### config.mk
export PLATFORM = sky130hd
export DESIGN_NAME = isw_front
export DESIGN_NICKNAME = d
export VERILOG_FILES = /design/src/hw/rtl/isw_pkg.sv /design/src/hw/rtl/isw_front.sv
export SDC_FILE = /design/constraint.sdc
export NUM_CORES = 1
export LEC_CHECK = 0
export BUFFER_PORTS_ARGS = -buffer_cell sky130_fd_sc_hd__buf_2
export CAP_MARGIN = 20
export CORE_MARGIN = 10
export CORE_UTILIZATION = 35
export DETAILED_ROUTE_END_ITERATION = 10
export HOLD_SLACK_MARGIN = 0.1
export PLACE_DENSITY = 0.53
export SETUP_SLACK_MARGIN = 0.05
export SYNTH_ARGS = -nofsm -noshare
export SYNTH_HDL_FRONTEND = slang
export SYNTH_SLANG_ARGS = --single-unit
export TNS_END_PERCENT = 50
### constraint.sdc
create_clock -name aclk -period 8.8 [get_ports aclk]
set_clock_uncertainty 0.05 [all_clocks]
set_input_delay 0.44 -clock aclk [delete_from_list [all_inputs] [get_ports aclk]]
set_output_delay 0.44 -clock aclk [all_outputs]
set_load 0.005 [all_outputs]
### src/hw/rtl/isw_pkg.sv
// ----------------------------------------------------------------------------
// isw_pkg: shared types and constants of the static window detector
// Sizes of the sample ring, arithmetic widths, item and result records.
// ----------------------------------------------------------------------------
package isw_pkg;

    localparam int BUF_DEPTH = 256;
    localparam int IDX_W     = $clog2(BUF_DEPTH);
    localparam int CNT_W     = IDX_W + 1;
    localparam int STAMP_W   = 48;
    localparam int ACC_W     = 16;
    localparam int WIN_W     = 34;
    localparam int THR_W     = 24;
    localparam int STD_W     = 24;
    localparam int MEAN_W    = 24;
    localparam int S1_W      = ACC_W + CNT_W;
    localparam int SQ_W      = 2 * ACC_W;
    localparam int S2_W      = SQ_W + CNT_W - 2;
    localparam int P1_W      = S2_W + CNT_W;
    localparam int D_W       = 2 * S1_W;
    localparam int M_W       = 2 * IDX_W;
    localparam int DQ_W      = D_W + 16;
    localparam int ITER_W    = $clog2(DQ_W + 1);
    localparam int VAL_W     = 52;
    localparam int ROOT_W    = VAL_W / 2;
    localparam int SREM_W    = ROOT_W + 3;
    localparam int MEAN_DIV_W = S1_W + 8;

    localparam logic OP_SAMPLE = 1'b0;
    localparam logic OP_CLEAR  = 1'b1;

    // Byte addresses of the configuration registers.
    localparam logic [3:0] ADDR_WINDOW    = 4'h0;
    localparam logic [3:0] ADDR_THRESHOLD = 4'h8;

    typedef struct packed {
        logic                      is_clear;
        logic [STAMP_W-1:0]        stamp;
        logic signed [ACC_W-1:0]   accel_z;
        logic signed [ACC_W-1:0]   accel_y;
        logic signed [ACC_W-1:0]   accel_x;
    } item_t;

    typedef struct packed {
        logic                       coeff_valid;
        logic [STD_W-1:0]           std_dev_q8;
        logic                       is_static;
        logic [CNT_W-1:0]           window_count;
        logic signed [MEAN_W-1:0]   mean_x_q8;
        logic signed [MEAN_W-1:0]   mean_y_q8;
        logic signed [MEAN_W-1:0]   mean_z_q8;
    } result_t;

    typedef struct packed {
        logic                  start;
        logic [DQ_W-1:0]       dividend;
        logic [M_W-1:0]        divisor;
        logic [ITER_W-1:0]     iters;
    } div_req_t;

    typedef struct packed {
        logic [DQ_W-1:0]  quotient;
        logic [M_W-1:0]   remainder;
        logic             done;
    } div_rsp_t;

    typedef enum logic [3:0] {
        ST_IDLE,
        ST_STORE,
        ST_EVICT_RD,
        ST_EVICT_CHK,
        ST_WALK_RD,
        ST_WALK_ACC,
        ST_VAR_MUL,
        ST_VAR_ADD,
        ST_VDIV_GO,
        ST_VDIV_WAIT,
        ST_SQRT_GO,
        ST_SQRT_WAIT,
        ST_MEAN_GO,
        ST_MEAN_WAIT,
        ST_FINISH
    } back_state_t;

endpackage

### src/hw/rtl/isw_front.sv
// ----------------------------------------------------------------------------
// isw_front: input acceptance and classification
// Decodes each incoming word into an item and holds up to two in a queue.
// ----------------------------------------------------------------------------
module isw_front (
    input  logic                 aclk,
    input  logic                 aresetn,
    input  logic                 s_tvalid,
    output logic                 s_tready,
    input  logic [95:0]          s_tdata,
    input  logic [0:0]           s_tuser,
    output logic                 item_valid,
    output isw_pkg::item_t       item,
    input  logic                 item_take
);

    isw_pkg::item_t q_reg [2];
    logic       wr_ptr_reg, wr_ptr_next;
    logic       rd_ptr_reg, rd_ptr_next;
    logic [1:0] count_reg, count_next;
    logic       push, pop;
    isw_pkg::item_t in_item;

    assign s_tready   = (count_reg != 2'd2);
    assign push       = s_tvalid && s_tready;
    assign item_valid = (count_reg != 2'd0);
    assign pop        = item_valid && item_take;
    assign item       = q_reg[rd_ptr_reg];

    always_comb begin
        in_item.is_clear = (s_tuser[0] == isw_pkg::OP_CLEAR);
        in_item.stamp    = s_tdata[47:0];
        in_item.accel_x  = s_tdata[63:48];
        in_item.accel_y  = s_tdata[79:64];
        in_item.accel_z  = s_tdata[95:80];
        wr_ptr_next = push ? ~wr_ptr_reg : wr_ptr_reg;
        rd_ptr_next = pop ? ~rd_ptr_reg : rd_ptr_reg;
        count_next  = count_reg + {1'b0, push} - {1'b0, pop};
    end

    always_ff @(posedge aclk) begin
        if (!aresetn) begin
            wr_ptr_reg <= 1'b0;
            rd_ptr_reg <= 1'b0;
            count_reg  <= 2'd0;
        end else begin
            wr_ptr_reg <= wr_ptr_next;
            rd_ptr_reg <= rd_ptr_next;
            count_reg  <= count_next;
        end
    end

    always_ff @(posedge aclk) begin
        if (push) begin
            q_reg[wr_ptr_reg] <= in_item;
        end
    end

endmodule

Word-level counts from Yosys, hierarchy flattened --
Memories as Yosys holds them, arrays and structs flattened. A register that Yosys moved wholly into a read port is not among the register bits. Cells that the tools add are included.
Operators by class: reduce and logical (&&, ||, !) cells 3, $add $sub $neg 2, bitwise operators 2, equality and inequality tests 1, mux-type cells 4
Operators with widths (count):
- 1-bit 2-to-1 mux | 4
- 2-bit by 1-bit adder with 2-bit output | 1
- 1-bit logical AND | 2
- 2-bit inequality test (second input constant) | 1
- 1-bit inverter | 2
- 2-bit nonzero test | 1
- 2-bit by 1-bit subtractor with 2-bit output | 1
Storage, ports and cells: input port bits 101, RAM bits 194, memories 1, word-level logic and storage cells 16, register bits 4
Memory list:
- q_reg | words 2, width 97, read ports 1, clocked after memory_dff 1, write ports 1, RTL line isw_front.sv:17 | isw_pkg::item_t q_reg [2];

Longest topological paths before layout --
word-level depth 4, depth in mapped cells 8, mapped depth without buffers 8

Worst setup path before layout --
No wires, ideal clock.
path kind reg2reg, start point register count_reg[0], end point memory q_reg[0][0] (netlist bit) (enable), path slack 3551 ps, library setup time 553 ps, data required time 8197 ps, stages on the path, launching flop included 4, buffers on the path 0, period minus slack after synthesis 5249 ps, arrival time 4645 ps, cells stage by stage dfxtp_1 nand2b_1 nand2_1 nor2_1
On the way: longest elaborated chain between the ends 4
RTL lines:
- from (decl) | RTL line isw_front.sv:20 | logic [1:0] count_reg, count_next;
- from (signal assigned) | RTL line isw_front.sv:49 | count_reg <= count_next;
- 2-bit inequality test | RTL line isw_front.sv:24 | assign s_tready = (count_reg != 2'd2);
- named net s_tready | RTL line isw_front.sv:9 | output logic s_tready,
- 1-bit logical AND | RTL line isw_front.sv:25 | assign push = s_tvalid && s_tready;
- 1-bit 2-to-1 mux | RTL line isw_front.sv:54 | if (push) begin
- 1-bit 2-to-1 mux (implied by the code) | RTL line isw_front.sv:55 | q_reg[wr_ptr_reg] <= in_item;
- to (decl) | RTL line isw_front.sv:17
The timed path passes the listed nets, and every way through them passes these cells.

==> out/qor.csv <==
stage;metric;value;unit
yosys;sequential share of the synthesized area;80.61;%
sta;Fin. Hold Viols;0;
worst_hold_path;Hold Path Origin;s_tdata[89];
power_and_ir_drop;worst vdd ir;0.0001293;V
yosys;Post-Synth Simple-Gate Area;0.8340;%
routing;DRT antenna net count;0;
yosys;Synth top area share;79.25;%
layout;max reg flops;194;
place;post-DP HPWL;10460;microns
floorplan;Cell Rows;52;
routing;initial drt markers;174;
yosys;Post-synth EDFFs;194;
setup_path;reg2reg start;count_reg[0]$_SDFF_PN0_;
global_route;initial antenna violation count;3;
setup_path;Crit Path Max Fanout;71;
clocking;clk buf depth;2;
clocking;H-tree levels;4;
floorplan;die width;164.9;microns
yosys;multiplexer share of the synthesized area;16.53;%
layout;fin nets;639;
clocking;CTS Root Buffer Type;clkbuf_16;
power_and_ir_drop;total power;2.495;mW
yosys;Synth Area in Adders;0.3404;%
place;Post-Place Cells;787;
layout;Design Area, Final;9178;sq um
sta;Setup-failing EPs final;0;
global_route;GR Util All Layers;11.03;%
floorplan;DIE AREA;27200;sq um
setup_path;critical path startpoint category;flip-flop;
layout;Non-Filler Instances;823;
sta;Slew @ Worst Pin;1.057;ns
sta;Period Utilization, post-route;35.55;%
yosys;Top FF cell, synth;edfxtp_1;
global_route;largest net degree at the start of global routing;72;
clocking;Clock Latency Late Sink;0.42;ns
power_and_ir_drop;Leak;3.434;nW
place;placed cell areas;8637;sq um
layout;share of layout cells above drive strength 1;60.47;%
floorplan;Starting Density;35.98;%
outcome;outcome;complete, no violations;
sta;slew margin rel.;29.56;%
floorplan;Core ar.;20430;sq um
clocking;hold-fix buffer count after cts;0;
sta;final worst path period need;3.129;ns
worst_hold_path;Hold Path Class;input port to flip-flop;
routing;Routed WL per cell;18.57;microns
yosys;post-synthesis compound-gate area fraction;0.1021;%
yosys;top post-synthesis cells by count;194 x edfxtp_1, 67 x mux2_2, 30 x mux2_4;
clocking;Worst-path clk slew;0.07;ns
global_route;first-pass GRT wire length;22710;microns
setup_path;Crit Path Class;flip-flop to output port;
power_and_ir_drop;pwr dens;271.9;nW/um^2
setup_path;CP endpoint kind;output port;
yosys;syn_nets;429;
setup_path;CP required;8.31;ns
yosys;warnings from Yosys;0;
yosys;Synth Area in XOR/XNOR;0.3574;%
sta;setup TNS;0;ns
yosys;cell type with the largest total area after synthesis;edfxtp_1;
sta;Fmax;319.6;MHz
yosys;count of cell types in the netlist;18;
setup_path;CP arrival;2.64;ns
layout;# fillers;1827;
clocking;postcts setup bufs;0;
yosys;synth top area cells;edfxtp_1 79%, mux2_2 10%, mux2_4 6.1%;
setup_path;Crit path largest cell delay;0.84;ns
routing;Vias/cell;4.437;
global_route;number of global-route vias before repair;3998;
yosys;Cells after Synth;326;
place;GPL Wtd Cong;0.7174;
clocking;CTS tree;done;
routing;first-pass iteration count of the detailed router;4;
layout;area grow syn2layout;24.85;%
yosys;largest family of logic cells by synthesized area;multiplexers;
floorplan;die height;164.9;microns
global_route;total congestion overflow;0;
yosys;Mapped Area;7351;sq um
floorplan;# IOs;200;
setup_path;crit-path cells;buf_4, mux2_2, buf_2;
yosys;Avg Inst Size Synth;22.55;sq um
routing;detailed-route via count;3652;
yosys;fraction of registers with async set/reset;0;%
routing;M1 WL;6204;microns
routing;wire length on met3;1458;microns
setup_path;Crit-path slowest cell;buf_4;
sta;Final Max Slew Viols;0;
yosys;most common cell in the netlist;edfxtp_1;
routing;DRC viols;0;
clocking;clock sink total;199;
job;MaxCap Viol Count;0;
sta;RSZ-0062 raised after global routing;false;
routing;DR WL met2;7511;microns
place;I/O Buffers;199;
routing;final WL;15290;microns
layout;fin util;44.92;%
routing;Top Metal Used;met4;
clocking;CTS Buf Count;17;
yosys;Seq cells post-synth;199;
clocking;post-CTS sizing;0;
[cells by family after synthesis]
group	count (synthesis)
compound gates	1
xor+xnor	3
flops	199
fa+ha+maj	2
simple gates	11
buf+inv	12
mux	98
[path summary, 6_finish.rpt]
path                              to  slack, ns  depth (start not counted)
max                         item[65]       5.67                          3
min           q_reg[1][41]$_DFFE_PP_       0.16                          1
max reg2reg   q_reg[0][67]$_DFFE_PP_       6.03                          4
min reg2reg  rd_ptr_reg$_SDFFE_PN0P_       0.50                          2
[layer usage]
layer	GRT usage [%]	vias to the layer above
met5	0	-
met4	3.180	0
met3	5.452	8
met2	17.61	127
met1	12.89	1802
li1	-	1715
[where the power goes]
part | leakage (nW) | switching [mW] | internal, mW | total (mW)
clock network | 0.257 | 0.332 | 0.365 | 0.697
logic | 1.32 | 0.265 | 0.291 | 0.556
registers | 1.85 | 0.0506 | 1.19 | 1.24
total | 3.43 | 0.647 | 1.85 | 2.49
[area by class of cell]
type / instances / area [sq um] / area share (%)
inverter: 1 / 3.754 / 0.04090
clock buffer: 19 / 432.9 / 4.717
multi-input combinational: 115 / 1348 / 14.68
clock inverter: 13 / 97.59 / 1.063
antenna: 4 / 10.01 / 0.1091
sequential: 199 / 5929 / 64.61
timing repair buffer: 202 / 1018 / 11.10
tap: 270 / 337.8 / 3.681
[stage by stage]
step                setup WS [ns]  hold WS [ns]
floorplan                   3.551        0.4049
global placement            6.067        0.4593
detailed placement          5.951        0.4869
CTS                         5.601        0.1311
global route                5.497        0.1221
finish                      5.671        0.1559
[critical path: cells and delay by family (launching register included)]
family,cells,cell delay (ns)
buffers and inverters,2,0.98
DFF,1,0.67
muxes,1,0.44
[cell usage in the layout (no fill, tap or decap), drive strengths merged, types with 3 or more instances in the layout]
cell type | synthesis | layout
clkinv | 0 | 7
inv | 1 | 5
buf | 11 | 202
edfxtp | 194 | 194
diode | 0 | 4
mux2 | 97 | 97
xnor2 | 3 | 3
dfxtp | 5 | 5
clkbuf | 0 | 19
(Power assumes the default switching activity.)
